**config.mk**
```make
export PLATFORM = sky130hd
export DESIGN_NAME = next_fit_slot_table_top
export DESIGN_NICKNAME = d
export VERILOG_FILES = /design/src/rtl/nfst_pkg.sv /design/src/rtl/next_fit_slot_table_top.sv
export VERILOG_INCLUDE_DIRS = /design/src /design/src/rtl
export SDC_FILE = /design/constraint.sdc
export NUM_CORES = 1
export LEC_CHECK = 0
export ABC_CLOCK_PERIOD_IN_PS = 7090
export BUFFER_PORTS_ARGS = -buffer_cell sky130_fd_sc_hd__buf_2
export CORE_MARGIN = 2
export CORE_UTILIZATION = 53
export DETAILED_ROUTE_END_ITERATION = 12
export PLACE_DENSITY = 0.75
export SLEW_MARGIN = 20
export SYNTH_ARGS = -nofsm -noshare
export SYNTH_HDL_FRONTEND = slang
export SYNTH_SLANG_ARGS = --single-unit
```
**constraint.sdc**
```tcl
create_clock -name clk -period 7.09 [get_ports clk]
set_clock_uncertainty 0.15 [all_clocks]
set_input_delay 0.3545 -clock clk [delete_from_list [all_inputs] [get_ports clk]]
set_output_delay 0.3545 -clock clk [all_outputs]
set_load 0.005 [all_outputs]
```
**src/rtl/assert_macros.svh**
```systemverilog
// assertion macros shared by the rtl of the slot table
// no dependencies; included by files that carry concurrent checks
`ifndef ASSERT_MACROS_SVH
`define ASSERT_MACROS_SVH

// cons must hold in any cycle in which ante holds
`define ASSERT_IMPLY(lbl, clk, rst_n, ante, cons) \
	lbl: assert property (@(posedge clk) disable iff (!rst_n) (ante) |-> (cons)) \
		else $error("implication check failed");

// cond must never hold
`define ASSERT_NEVER(lbl, clk, rst_n, cond) \
	lbl: assert property (@(posedge clk) disable iff (!rst_n) !(cond)) \
		else $error("forbidden condition seen");

`endif

```
**src/rtl/nfst_pkg.sv**
```systemverilog
// package for the next-fit slot table: command and result codes,
// sequencer state type and fixed field widths; no dependencies
package nfst_pkg;

	localparam int OP_W     = 2;
	localparam int HANDLE_W = 16;
	localparam int SLOT_IN_W  = 6;
	localparam int SLOT_OUT_W = 5;
	localparam int KIND_W   = 2;
	localparam int CNT_W    = 5;
	localparam int RES_MAX  = 31;

	localparam logic [OP_W-1:0] OP_REGISTER = 2'd0;
	localparam logic [OP_W-1:0] OP_REMOVE   = 2'd1;
	localparam logic [OP_W-1:0] OP_BCAST    = 2'd2;

	localparam logic [KIND_W-1:0] KIND_GRANT  = 2'd0;
	localparam logic [KIND_W-1:0] KIND_FULL   = 2'd1;
	localparam logic [KIND_W-1:0] KIND_TARGET = 2'd2;

	typedef enum logic [2:0] {
		ST_IDLE,
		ST_SEARCH,
		ST_SCAN,
		ST_CAPT,
		ST_FLUSH
	} nfst_state_t;

endpackage

```
**src/rtl/next_fit_slot_table_top.sv**
```systemverilog
// next-fit slot table top level: sequencer, in-use flags, handle memory
// depends on nfst_pkg and assert_macros.svh
`include "assert_macros.svh"

// A table of SLOTS slots, each with an in-use flag (flip-flops, cleared by
// reset) and a 16-bit handle held in a single-port memory. One index
// register with its incrementer and wrap compare is the shared unit that
// register and broadcast commands walk. A register command (tuser opcode
// 0) tests one slot per cycle starting at the rotating search pointer; the
// first free slot is claimed, its handle stored, the pointer moved past it
// and a grant beat sent, or a table-full beat is sent after SLOTS tested
// slots. A remove command frees the slot in the accept cycle and sends
// nothing. A broadcast command scans slots 0..SLOTS-1 one per cycle,
// pausing at each target to read its handle from the memory and stalling
// there while the output register cannot take a beat. Targets go out in
// slot order, the final one with tlast; at most 31 beats, and none when no
// slot qualifies. One beat of lookahead is held so tlast can be set on the
// right beat. The input is taken only while the sequencer is idle, but a
// finished result may still sit in the output register while the next
// command is taken.
module next_fit_slot_table_top
	import nfst_pkg::*;
#(
	parameter int SLOTS = 32
) (
	input  logic        clk,
	input  logic        arst_n,
	input  logic        s_axis_tvalid,
	output logic        s_axis_tready,
	input  logic [23:0] s_axis_tdata,   // [15:0] handle, [21:16] slot, [23:22] zero
	input  logic [1:0]  s_axis_tuser,   // [1:0] opcode
	output logic        m_axis_tvalid,
	input  logic        m_axis_tready,
	output logic [23:0] m_axis_tdata,   // [4:0] slot_out, [20:5] handle_out, [23:21] zero
	output logic [1:0]  m_axis_tuser,   // [1:0] kind
	output logic        m_axis_tlast    // last beat caused by a command
);

	localparam int SLOT_W = (SLOTS > 1) ? $clog2(SLOTS) : 1;
	localparam logic [SLOT_W-1:0] LAST_IDX = SLOT_W'(SLOTS - 1);

	// input beat fields
	logic [OP_W-1:0]      in_op;
	logic [HANDLE_W-1:0]  in_handle;
	logic [SLOT_IN_W-1:0] in_slot;
	logic                 in_accept;

	assign in_op     = s_axis_tuser;
	assign in_handle = s_axis_tdata[15:0];
	assign in_slot   = s_axis_tdata[21:16];

	// sequencer and shared index unit
	nfst_state_t         state_q, state_d;
	logic [SLOT_W-1:0]   idx_q, idx_d, idx_inc;
	logic [SLOT_W-1:0]   step_q, step_d;
	logic [SLOT_W-1:0]   start_q, start_d;
	logic [CNT_W-1:0]    cnt_q, cnt_d;

	// command payload held for the duration of a command
	logic [HANDLE_W-1:0]  cmd_handle_q;
	logic [SLOT_IN_W-1:0] origin_q;

	// slot state
	logic [SLOTS-1:0]    in_use_q;
	logic [HANDLE_W-1:0] handle_mem [SLOTS];
	logic [HANDLE_W-1:0] rd_q;
	logic                mem_we;
	logic                set_use;
	logic                clr_use;
	logic [SLOT_W-1:0]   rm_idx;

	// lookahead target waiting for its successor
	logic                pend_v_q;
	logic [SLOT_W-1:0]   pend_slot_q;
	logic [HANDLE_W-1:0] pend_handle_q;
	logic                load_pend;
	logic                clear_pend;

	// output register
	logic                  out_v_q;
	logic [KIND_W-1:0]     out_kind_q;
	logic [SLOT_OUT_W-1:0] out_slot_q;
	logic [HANDLE_W-1:0]   out_handle_q;
	logic                  out_last_q;
	logic                  out_free;
	logic                  push;
	logic [KIND_W-1:0]     push_kind;
	logic [SLOT_OUT_W-1:0] push_slot;
	logic [HANDLE_W-1:0]   push_handle;
	logic                  push_last;

	logic hit;

	assign in_accept = s_axis_tvalid && s_axis_tready;
	assign out_free  = !out_v_q || m_axis_tready;
	assign idx_inc   = (idx_q == LAST_IDX) ? '0 : idx_q + 1'b1;
	assign rm_idx    = in_slot[SLOT_W-1:0];
	// broadcast target: in use and not the origin
	assign hit       = in_use_q[idx_q] && (SLOT_IN_W'(idx_q) != origin_q);

	always_ff @(posedge clk or negedge arst_n) begin
		if (!arst_n) begin
			state_q  <= ST_IDLE;
			idx_q    <= '0;
			step_q   <= '0;
			start_q  <= '0;
			cnt_q    <= '0;
			in_use_q <= '0;
			pend_v_q <= 1'b0;
			out_v_q  <= 1'b0;
		end else begin
			state_q <= state_d;
			idx_q   <= idx_d;
			step_q  <= step_d;
			start_q <= start_d;
			cnt_q   <= cnt_d;
			if (set_use) begin
				in_use_q[idx_q] <= 1'b1;
			end
			if (clr_use) begin
				in_use_q[rm_idx] <= 1'b0;
			end
			if (load_pend) begin
				pend_v_q <= 1'b1;
			end else if (clear_pend) begin
				pend_v_q <= 1'b0;
			end
			if (push) begin
				out_v_q <= 1'b1;
			end else if (m_axis_tready) begin
				out_v_q <= 1'b0;
			end
		end
	end

	// payload registers
	always_ff @(posedge clk) begin
		if (in_accept) begin
			cmd_handle_q <= in_handle;
			origin_q     <= in_slot;
		end
		if (load_pend) begin
			pend_slot_q   <= idx_q;
			pend_handle_q <= rd_q;
		end
		if (push) begin
			out_kind_q   <= push_kind;
			out_slot_q   <= push_slot;
			out_handle_q <= push_handle;
			out_last_q   <= push_last;
		end
	end

	// handle memory: one address per cycle, read data registered
	always_ff @(posedge clk) begin
		if (mem_we) begin
			handle_mem[idx_q] <= cmd_handle_q;
		end
		rd_q <= handle_mem[idx_q];
	end

	always_comb begin
		state_d     = state_q;
		idx_d       = idx_q;
		step_d      = step_q;
		start_d     = start_q;
		cnt_d       = cnt_q;
		mem_we      = 1'b0;
		set_use     = 1'b0;
		clr_use     = 1'b0;
		load_pend   = 1'b0;
		clear_pend  = 1'b0;
		push        = 1'b0;
		push_kind   = KIND_GRANT;
		push_slot   = '0;
		push_handle = '0;
		push_last   = 1'b1;
		s_axis_tready = (state_q == ST_IDLE);

		unique case (state_q)
			ST_IDLE: begin
				if (s_axis_tvalid) begin
					unique case (in_op)
						OP_REGISTER: begin
							idx_d   = start_q;
							step_d  = '0;
							state_d = ST_SEARCH;
						end
						OP_REMOVE: begin
							if ((in_slot < SLOT_IN_W'(SLOTS)) && in_use_q[rm_idx]) begin
								clr_use = 1'b1;
							end
						end
						OP_BCAST: begin
							idx_d   = '0;
							cnt_d   = '0;
							state_d = ST_SCAN;
						end
						default: begin
						end
					endcase
				end
			end
			ST_SEARCH: begin
				if (!in_use_q[idx_q]) begin
					// free slot: claim it once the output register can take the beat
					if (out_free) begin
						push      = 1'b1;
						push_kind = KIND_GRANT;
						push_slot = SLOT_OUT_W'(idx_q);
						mem_we    = 1'b1;
						set_use   = 1'b1;
						start_d   = idx_inc;
						state_d   = ST_IDLE;
					end
				end else if (step_q == LAST_IDX) begin
					// every slot tested and taken
					if (out_free) begin
						push      = 1'b1;
						push_kind = KIND_FULL;
						state_d   = ST_IDLE;
					end
				end else begin
					idx_d  = idx_inc;
					step_d = step_q + 1'b1;
				end
			end
			ST_SCAN: begin
				if (hit) begin
					// handle read issued here, captured in ST_CAPT
					state_d = ST_CAPT;
				end else if (idx_q == LAST_IDX) begin
					state_d = ST_FLUSH;
				end else begin
					idx_d = idx_inc;
				end
			end
			ST_CAPT: begin
				if (!pend_v_q || out_free) begin
					if (pend_v_q) begin
						push        = 1'b1;
						push_kind   = KIND_TARGET;
						push_slot   = SLOT_OUT_W'(pend_slot_q);
						push_handle = pend_handle_q;
						push_last   = 1'b0;
					end
					load_pend = 1'b1;
					cnt_d     = cnt_q + 1'b1;
					if ((cnt_q + 1'b1 == CNT_W'(RES_MAX)) || (idx_q == LAST_IDX)) begin
						state_d = ST_FLUSH;
					end else begin
						idx_d   = idx_inc;
						state_d = ST_SCAN;
					end
				end
			end
			ST_FLUSH: begin
				if (!pend_v_q) begin
					state_d = ST_IDLE;
				end else if (out_free) begin
					push        = 1'b1;
					push_kind   = KIND_TARGET;
					push_slot   = SLOT_OUT_W'(pend_slot_q);
					push_handle = pend_handle_q;
					push_last   = 1'b1;
					clear_pend  = 1'b1;
					state_d     = ST_IDLE;
				end
			end
			default: begin
				state_d = ST_IDLE;
			end
		endcase
	end

	assign m_axis_tvalid = out_v_q;
	assign m_axis_tdata  = {3'b000, out_handle_q, out_slot_q};
	assign m_axis_tuser  = out_kind_q;
	assign m_axis_tlast  = out_last_q;

	// a new beat never overwrites one that has not been taken
	`ASSERT_IMPLY(a_no_overwrite, clk, arst_n, push, out_free)
	// table full is only reported with every slot in use
	`ASSERT_IMPLY(a_full_only_when_full, clk, arst_n,
		push && (push_kind == KIND_FULL), in_use_q == {SLOTS{1'b1}})
	// no lookahead target is left behind when the sequencer is idle
	`ASSERT_NEVER(a_no_stale_pending, clk, arst_n, (state_q == ST_IDLE) && pend_v_q)

endmodule
```
== Word-level counts from Yosys, hierarchy flattened ==
Memories as Yosys holds them, arrays and structs flattened. A register that Yosys moved wholly into a read port is not among the register bits.
Index checks and enable logic that the tools add are counted.
Operators by class
  reduce and logical (&&, ||, !) cells: 23
  bitwise operators: 4
  order comparisons: 5
  $add $sub $neg: 3
  muxes and demuxes: 83
  equality and inequality tests: 22
Operators by type and width (count)
  two-way mux 5 bit: 21
  two-way mux 16 bit: 4
  two-way mux 32 bit: 2
  AND 32 bit: 1
  NOT 32 bit: 1
  OR 32 bit: 1
  case mux 16 bit (2 select lines): 1
  case mux 5 bit (2 select lines): 3
  two-way mux 1 bit: 29
  two-way mux 3 bit: 9
  case mux 5 bit (4 select lines): 1
  adder 5 x 1 -> 5 bit, second input constant: 3
  == test 5 bit, second input constant: 3
  case mux 3 bit (5 select lines): 1
  case mux 5 bit (3 select lines): 1
  != test 2 bit, second input constant: 7
  < comparator 5 x 6 -> 1 bit, second input constant: 2
  binary-select mux 1 bit (select 5 bit): 2
  demux 1 bit (select 5 bit): 2
  >= comparator 5 x 1 -> 1 bit, second input constant: 2
  AND reduction 5 bit: 2
  AND reduction 9 bit: 1
  two-way mux 2 bit: 4
  nonzero test 2 bit: 4
  23 further kinds: 33
Word-level totals
  flip-flop bits (word level): 124
  input bits: 30
  logic and storage cells: 157
  output and inout bits: 29
  memory bits (writable): 512
  memories kept: 1
Memory list
  handle_mem: depth 32, bits a word 16, read ports 1, clocked after memory_dff 1, write ports 1, RTL line next_fit_slot_table_top.sv:65  | logic [HANDLE_W-1:0] handle_mem [SLOTS];

== Longest topological paths before layout ==
Gate-level depths: netlist of the first run.
  word-level depth: 8
  depth in mapped cells: 11
  depth with buffers taken out: 7

== Worst setup path before layout of the first run ==
No wires, ideal clock.
  path kind: register to register
  start: reg idx_q[1]
  end: mem handle_mem[11][0], enable pin
  data arrival time: 2.846 ns
  clock period less this slack: 3.384 ns
  required time: 6.552 ns
  setup time: 0.388 ns
  setup slack: 3.706 ns
  buffers on the path: 3
  cell stages (with the launch flop): 11
  cell sequence: dfrtp_1 -> buf_6 -> mux2_1 -> a222oi_1 -> nor3b_2 -> o21ai_2 -> nor3_2 -> buf_4 -> buf_6 -> nand2_2 -> nor2_1
On the way
  word-level cells in the longest chain between the ends: 6
RTL lines
  from (decl): RTL line next_fit_slot_table_top.sv:54  | logic [SLOT_W-1:0] idx_q, idx_d, idx_inc;
  from (signal assigned): RTL line next_fit_slot_table_top.sv:113  | idx_q <= idx_d;
  binary-select mux 1 bit (select 5 bit): RTL line next_fit_slot_table_top.sv:205  | if (!in_use_q[idx_q]) begin
  two-way mux 1 bit (implied by the code): RTL line next_fit_slot_table_top.sv:205
  two-way mux 1 bit: RTL line next_fit_slot_table_top.sv:205
  two-way mux 1 bit: RTL line next_fit_slot_table_top.sv:180  | unique case (state_q)
  two-way mux 1 bit: RTL line next_fit_slot_table_top.sv:156  | if (mem_we) begin
  two-way mux 1 bit (implied by the code): RTL line next_fit_slot_table_top.sv:157  | handle_mem[idx_q] <= cmd_handle_q;
  to (decl): RTL line next_fit_slot_table_top.sv:65
Parallel ways exist; a longest one is shown, timed or not. The select of a mux whose other input is x is not followed.

== Worst setup path in the final report of the first run ==
  start: reg idx_q[1]
  end: mem handle_mem[20][3], enable pin
The elaborated chain is that of the path after synthesis.

==> parameters.txt, run 1 <==
Parameter                              Value

Drt
  DRC errors left    0
  Wire per inst    between 20 and 30 um
  Total number of vias    roughly 13000
  Number of detailed-routing iterations run before antenna repair    8
  DRT antenna net count    0
  Final routed wirelength across all metal layers    57.6 mm
  Drt initial violations    between 1500 and 2000
  Via count normalized by instance count    approximately 6.4

Power
  Internal portion of total power    7.53 mW
  LEAKAGE    ~9.5 nW
  Sequential cell fraction of total power    46.6%
  Largest vdd supply drop    between 0.2 and 0.25 mV
  Clock network fraction of design power    between 20% and 30%
  Switching power as a share of total power    29.9%
  Proportion of power drawn by combinational gates    about a quarter
  Net load switching power    3.21 mW
  Total power density per cell area    373 mW/mm2

Global routing
  Number of antenna violations at the first check in global routing    0
  Global route overflow    0
  Via count of the first global-routing pass    about 13000
  Pin count of the biggest net entering global routing    roughly 110
  Global-route wire length before repair    around 85 mm
  Total routing resource utilization after global routing    between 20% and 30%

Timing
  Tcrit/Tclk final    between 60% and 70%
  Worst setup slack after layout    2460 ps
  Hold violation total from the final report    0
  Least-Margin Pin Slew    1080 ps
  Minimum clock period    4630 ps
  Final TNS setup    0 ps
  Max Clock Freq    between 200 and 250 MHz
  Max_slew headroom    between 20 and 30%
  Unrepaired setup endpoints after global routing    no
  Slew Viols, Final    0
  Total of endpoints with negative setup slack in the final report    0

Worst setup path
  Cell chain of the critical path    mux4_2 > and3_1 > a31oi_1 > o21ai_2 > nor3_4 > buf_4 > nand2_1 > nor2_1 > buf_4
  Kind of end point of the critical path    flop
  Crit-path max cell delay    830 ps
  Kind of start point of the critical path    flop
  Depth of the worst register-to-register path    9
  Register-to-register setup slack    between 2000 and 2500 ps
  Classification of the worst setup path    flop to flop
  Worst-path cell with the longest stage delay    sky130_fd_sc_hd__dfrtp_4
  Arrival time reported for the critical path endpoint    around 4800 ps
  Endpoint of the most critical register-to-register path    handle_mem[20][3]
  Critical Path Sink    handle_mem[20][3]
  Most common cell on crit path    sky130_fd_sc_hd__buf_4
  Critical register-to-register path startpoint    idx_q[1]
  Worst path required time    7250 ps
  Largest driver fanout on the critical path    47
  Launch point of the worst path    idx_q[1]

Yosys
  Instance count of the mapped netlist    between 1000 and 1500
  Biggest area contributors in the synthesized netlist    sky130_fd_sc_hd__edfxtp_1 68%, sky130_fd_sc_hd__mux4_2 12%, sky130_fd_sc_hd__dfrtp_1 5.6%
  Synth cell count leaders    579 x sky130_fd_sc_hd__edfxtp_1, 136 x sky130_fd_sc_hd__mux4_2, 64 x sky130_fd_sc_hd__a22oi_1
  Synthesized area divided by synthesized cell count    19.5 um2
  Yosys top cell area share    68.3%
  Cell taking the most area after synthesis    sky130_fd_sc_hd__edfxtp_1
  Yosys warnings    0
  Fraction of the yosys area taken by sequential cells    roughly three quarters
  Unique masters post-synth    68
  Top-count cell post-synth    sky130_fd_sc_hd__edfxtp_1
  Share of synthesized flip-flops with an asynchronous set or reset    8.74%
  Synthesized cell area    0.0254 mm2
  Count of flip-flops with a built-in enable after synthesis    approximately 580
  Number of register bits inferred by synthesis    ~650
  Main synth FF type    sky130_fd_sc_hd__edfxtp_1

Place
  Pre-CTS setup slack    around 2500 ps
  Placed standard-cell area    around 0.026 mm2
  Weighted congestion at the end of routability-driven global placement    0.856
  Port-buffer cells    53
  Detail Placement HPWL    33.0 mm

Clocking
  Clock input transition at the sequential cells of the worst setup and hold paths    ~60 ps
  Bufs on Longest Clock Path    3
  Setup Buffers After CTS    0
  Source-to-sink clock delay at the later pin of the worst-skew pair    650 ps
  Number of buffers created by CTS    60
  Clock sink count    between 600 and 700
  CTS root buffer    sky130_fd_sc_hd__clkbuf_16
  Count of H-tree levels built during CTS    2
  Count of hold-fix buffers inserted at cts    23
  CTS tree    yes
  Number of gates given a new drive strength after cts    0

Min path
  Type of the most critical hold path    input port to flop

Job
  # Max-Cap Violations    0

Floorplanning
  Floorplan die area    0.0498 mm2
  Rows    80
  Starting density of the core    between 50% and 60%
  Core area    roughly 0.048 mm2
  Top-level I/O count    about 60
  Vertical die dimension    roughly 220 um
  Die Wd    roughly 220 um

Layout
  Antenna cell count    0
  Net count, final    around 1500
  Summed area of non-filler cells in the final layout    about 0.029 mm2
  Ratio of cells with drive above 1 in the final layout    24.6%
  Synth-to-layout area growth    13.2%

Run status
  Result of the run    finished, final reports clean
-- layout by cell type (no fill, tap or decap), types with 9 or more instances in the layout --
cell | netlist | layout
sky130_fd_sc_hd__nor2_1 | 49 | 48
sky130_fd_sc_hd__clkinv_2 | 0 | 11
sky130_fd_sc_hd__mux2i_1 | 10 | 10
sky130_fd_sc_hd__nor3_1 | 11 | 10
sky130_fd_sc_hd__nand2b_1 | 11 | 11
sky130_fd_sc_hd__buf_4 | 7 | 43
sky130_fd_sc_hd__nand3_1 | 15 | 15
sky130_fd_sc_hd__dfxtp_1 | 16 | 16
sky130_fd_sc_hd__nand2_1 | 22 | 22
sky130_fd_sc_hd__ha_1 | 9 | 9
sky130_fd_sc_hd__o21ai_0 | 17 | 17
sky130_fd_sc_hd__a31oi_1 | 50 | 50
sky130_fd_sc_hd__and2_1 | 20 | 20
sky130_fd_sc_hd__inv_1 | 15 | 15
sky130_fd_sc_hd__dlygate4sd3_1 | 0 | 23
sky130_fd_sc_hd__clkbuf_16 | 0 | 61
sky130_fd_sc_hd__mux4_2 | 136 | 136
sky130_fd_sc_hd__a21oi_1 | 20 | 20
sky130_fd_sc_hd__edfxtp_1 | 579 | 579
sky130_fd_sc_hd__buf_2 | 8 | 53
sky130_fd_sc_hd__a22oi_1 | 64 | 64
sky130_fd_sc_hd__clkinv_1 | 0 | 12
sky130_fd_sc_hd__buf_8 | 2 | 10
sky130_fd_sc_hd__dfrtp_1 | 57 | 55
sky130_fd_sc_hd__nand4_1 | 20 | 20
-- power groups by stage --
stage | Sequential (mW) | Clock [mW] | Combinational, mW
final | 5.01 | 3.17 | 2.56
after global routing | 5.05 | 3.37 | 2.72
after CTS | 5.09 | 3.20 | 2.45
after detailed placement | 5.16 | 0 | 2.43
after global placement | 5.13 | 0 | 2.40
after floorplan | 4.90 | 0 | 1.78
-- cell families (layout without fill, tap and decap cells) --
logic type	count (synthesis)	count (layout)	synth area share, %
compound gates	181	181	4.78
xor+xnor	9	9	0.310
fa+ha+maj	9	9	0.443
buf+inv	102	256	1.91
flops	652	652	75.2
mux	163	163	13.3
other cells	1	3	0.0147
simple gates	188	188	4.02
-- sequential cells by signal, summed over array words and instances (netlist names), 6 cells and up --
register	count
rd_q	16
out_handle_q	16
origin_q	6
in_use_q	32
handle_mem	512
cmd_handle_q	16
pend_handle_q	16
-- critical path: cells and delay by family (launching register included) --
family | cells | cell delay (ps)
AND/OR/NAND/NOR | 4 | 1420
flip-flops | 1 | 830
buffers and inverters | 2 | 800
multiplexers | 1 | 590
AO/OA/AOI/OAI | 2 | 460
-- area by class of cell --
type,count,area [um2]
inverters,15,56.3
well taps,615,769
repair buffers,132,1040
multi-input cells,553,5850
clock buffers,72,1620
flip-flops and latches,652,19100
fillers,3208,18700
clock inverters,37,320
-- per-layer routing --
metal  vias up  part of all wire (%)  track usage, %
met5         -                     0               0
met3        75                   8.7            4.93
li1       5566                     -               -
met2       684                    49            37.2
met4         0                   2.2            6.56
met1      6998                    40            33.2
-- worst min-delay path by stage --
stage	to	start	cells past startpoint
2_1_floorplan	cnt_q[0]	arst_n	0
3_3_place_gp	pend_handle_q[0]	rd_q[0]	0
3_5_place_dp	pend_handle_q[12]	rd_q[12]	0
4_1_cts	origin_q[0]	s_axis_tdata[16]	1
5_1_grt	origin_q[0]	s_axis_tdata[16]	1
6_report	origin_q[0]	s_axis_tdata[16]	1
-- through the flow --
step           power, mW  std cells  hold slack (ps)  utilization, %
2_1_floorplan       6.68       1307            -91.1               -
3_3_place_gp        7.53       1932              239            55.6
3_5_place_dp        7.59       1932              239            55.6
4_1_cts             10.7       2064             37.9            60.1
5_1_grt             11.1       2076             76.3            60.6
6_report            10.7       2076             71.1            60.6
(Power assumes the default switching activity.)
==> run 2, diff against run 1 <==
ABC_CLOCK_PERIOD_IN_PS = 4450   (was 7090)
clock period = 4.45 ns   (was 7.09 ns; I/O delays follow)
==> parameters.txt, run 2 (same netlist as run 1, synthesis figures left out) <==
Parameter                              Value

Run status
  Result of the run    finished, final reports clean (unchanged)

Layout
  Leading registers by flop count    handle_mem (512), in_use_q (32) (unchanged)
  Synth-to-layout area growth    13.5% (was 13.2%)
  Leading cell type in the layout, fill and taps excluded    sky130_fd_sc_hd__edfxtp_1 (unchanged)
  Filler-free cell count of the finished design    2105 (was 2076)
  Flip-flop count of the largest register after layout    512 (unchanged)
  Register with the highest flop count    handle_mem (unchanged)
  Commonest cells after routing, fill and taps aside    579 x sky130_fd_sc_hd__edfxtp_1, 136 x sky130_fd_sc_hd__mux4_2, 74 x sky130_fd_sc_hd__buf_4 (was 579 x sky130_fd_sc_hd__edfxtp_1, 136 x sky130_fd_sc_hd__mux4_2, 64 x sky130_fd_sc_hd__a22oi_1)
  Ratio of cells with drive above 1 in the final layout    25.6% (was 24.6%)
  Number of fill cells    3214 (was 3208)
  Antenna cell count    0 (unchanged)
  Net count, final    1483 (was 1453)

Drt
  Via count normalized by instance count    6.39 (was 6.42)
  Wire per inst    27.5 um (was 27.7 um)
  Number of detailed-routing iterations run before antenna repair    5 (was 8)
  DRT antenna net count    0 (unchanged)
  DRC errors left    0 (unchanged)
  Final routed wirelength across all metal layers    57.8 mm (was 57.6 mm)
  Total number of vias    13460 (was 13323)
  Drt initial violations    1931 (was 1622)

Power
  Switching power as a share of total power    30.2% (was 29.9%)
  PnR Total Power    17.0 mW (was 10.7 mW)
  Proportion of power drawn by combinational gates    25.9% (was 23.9%)
  Total power density per cell area    588 mW/mm2 (was 373 mW/mm2)
  Clock network fraction of design power    28.2% (was 29.5%)
  Sequential cell fraction of total power    45.9% (was 46.6%)
  Internal portion of total power    11.9 mW (was 7.53 mW)
  LEAKAGE    9.63 nW (was 9.55 nW)
  Net load switching power    5.13 mW (was 3.21 mW)
  Largest vdd supply drop    0.387 mV (was 0.224 mV)

Place
  Detail Placement HPWL    34.5 mm (was 33.0 mm)
  Weighted congestion at the end of routability-driven global placement    0.895 (was 0.856)
  Instance count after placement with tap cells included    1964 (was 1932)
  Port-buffer cells    53 (unchanged)

Global routing
  Global route overflow    0 (unchanged)
  Met3 capacity usage during global routing    3.15% (was 4.93%)
  Global-route wire length before repair    85.6 mm (was 85.1 mm)
  Number of antenna violations at the first check in global routing    1 (was 0)
  Grt met2 use    38.2% (was 37.2%)
  Total routing resource utilization after global routing    23.5% (was 23.4%)
  Pin count of the biggest net entering global routing    70 (was 111)
  GR Util met1    33.2% (about the same)
  Via count of the first global-routing pass    13271 (was 13164)
  Layer with the highest usage after global routing    met2 (unchanged)

Clocking
  Number of gates given a new drive strength after cts    0 (unchanged)
  Clock input transition at the sequential cells of the worst setup and hold paths    70 ps (was 60 ps)
  Count of H-tree levels built during CTS    2 (unchanged)
  Clock sink count    652 (unchanged)
  CTS root buffer    sky130_fd_sc_hd__clkbuf_16 (unchanged)
  Number of buffers created by CTS    59 (was 60)
  Source-to-sink clock delay at the later pin of the worst-skew pair    630 ps (was 650 ps)
  Setup Buffers After CTS    0 (unchanged)
  CTS tree    yes (unchanged)
  Bufs on Longest Clock Path    3 (unchanged)
  Count of hold-fix buffers inserted at cts    26 (was 23)

Timing
  Unrepaired setup endpoints after global routing    no (unchanged)
  Least-Margin Pin Slew    1100 ps (was 1080 ps)
  Max_slew headroom    26.5% (was 28.0%)
  Hold violation total from the final report    0 (unchanged)
  Minimum clock period    3770 ps (was 4630 ps)
  Total of endpoints with negative setup slack in the final report    0 (unchanged)
  Max Clock Freq    265 MHz (was 216 MHz)
  Tcrit/Tclk final    84.7% (was 65.2%)
  Slew Viols, Final    0 (unchanged)
  Final TNS setup    0 ps (unchanged)

Worst setup path
  Kind of end point of the critical path    flop (unchanged)
  Kind of start point of the critical path    flop (unchanged)
  Worst path required time    4610 ps (was 7250 ps)
  Largest driver fanout on the critical path    23 (was 47)
  Arrival time reported for the critical path endpoint    3930 ps (was 4790 ps)
  Classification of the worst setup path    flop to flop (unchanged)

Floorplanning
  Rows    80 (unchanged)
  Starting density of the core    53.5% (unchanged)
  Floorplan die area    0.0498 mm2 (unchanged)
  Core area    0.0475 mm2 (unchanged)
  Vertical die dimension    223 um (unchanged)
  Die Wd    223 um (unchanged)
  Top-level I/O count    59 (unchanged)

Job
  # Max-Cap Violations    0 (unchanged)

Min path
  Type of the most critical hold path    input port to asynchronous set/reset pin (was input port to flop)
## run 2: cell types whose count changed in the layout (fill, tap and decap cells not counted), moves of 4 or more
cell and change:
sky130_fd_sc_hd__clkinv_2 +4, sky130_fd_sc_hd__buf_4 +31, sky130_fd_sc_hd__clkbuf_1 +6, sky130_fd_sc_hd__buf_8 -5
## run 2: metal layers
layer  vias up  part of all wire [%]
met2       767                    50
met3       125                   8.7
met1      6930                    38
met4         2                   3.3
met5         -                 0.019
li1       5636                     -
## run 2: path summary, 6_finish.rpt
| path | from | endpoint | cells after the start | slack [ps] |
|---|---|---|---|---|
| min in group clk | s_axis_tvalid | step_q[0] | 4 | 160 |
| max reg2reg | idx_q[4] | handle_mem[23][12] | 8 | 680 |
| min reg2reg | rd_q[6] | pend_handle_q[6] | 0 | 250 |
| max | idx_q[4] | handle_mem[23][12] | 8 | 680 |
| min | arst_n | in_use_q[7] | 2 | 60 |
| max in group asynchronous | arst_n | idx_q[1] | 3 | 3170 |
## run 2: final cells by class
class	count	area, um2	share of cell area, %
Tap cell	615	769	2.66
Sequential cell	652	19100	66.3
Inverter	15	56.3	0.195
Clock buffer	74	1570	5.44
Timing Repair Buffer	163	1260	4.37
Multi-Input combinational cell	553	5850	20.3
Clock inverter	33	235	0.814
## run 2: metrics by stage
step / utilization [%] / hold WS (ps) / worst slack [ps] / cell area (um2)
final: 60.8 / 62.9 / 683 / 28900
after global routing: 60.8 / 133 / 543 / 28900
after CTS: 60.5 / 80.3 / 699 / 28700
after detailed placement: 56.1 / 214 / 729 / 26700
after global placement: 56.1 / 194 / 824 / 26700
after floorplan: - / -223 / 1070 / 25500
## run 2: power by group through the flow
stage / registers, mW / logic [mW] / clock network [mW]
final: 7.80 / 4.40 / 4.79
after global placement: 7.96 / 4.19 / 0
after detailed placement: 8.01 / 4.25 / 0
after global routing: 7.86 / 4.66 / 5.07
after floorplan: 7.81 / 2.84 / 0
after CTS: 7.88 / 4.29 / 4.85
## run 2: critical path, cell delays in order (launching register included)
cell	delay (ps)
sky130_fd_sc_hd__dfrtp_1	920
sky130_fd_sc_hd__mux4_2	430
sky130_fd_sc_hd__and3_1	190
sky130_fd_sc_hd__a31oi_1	260
sky130_fd_sc_hd__o21ai_2	200
sky130_fd_sc_hd__nor3_4	440
sky130_fd_sc_hd__nand2_2	330
sky130_fd_sc_hd__nor2_1	240
sky130_fd_sc_hd__buf_4	270
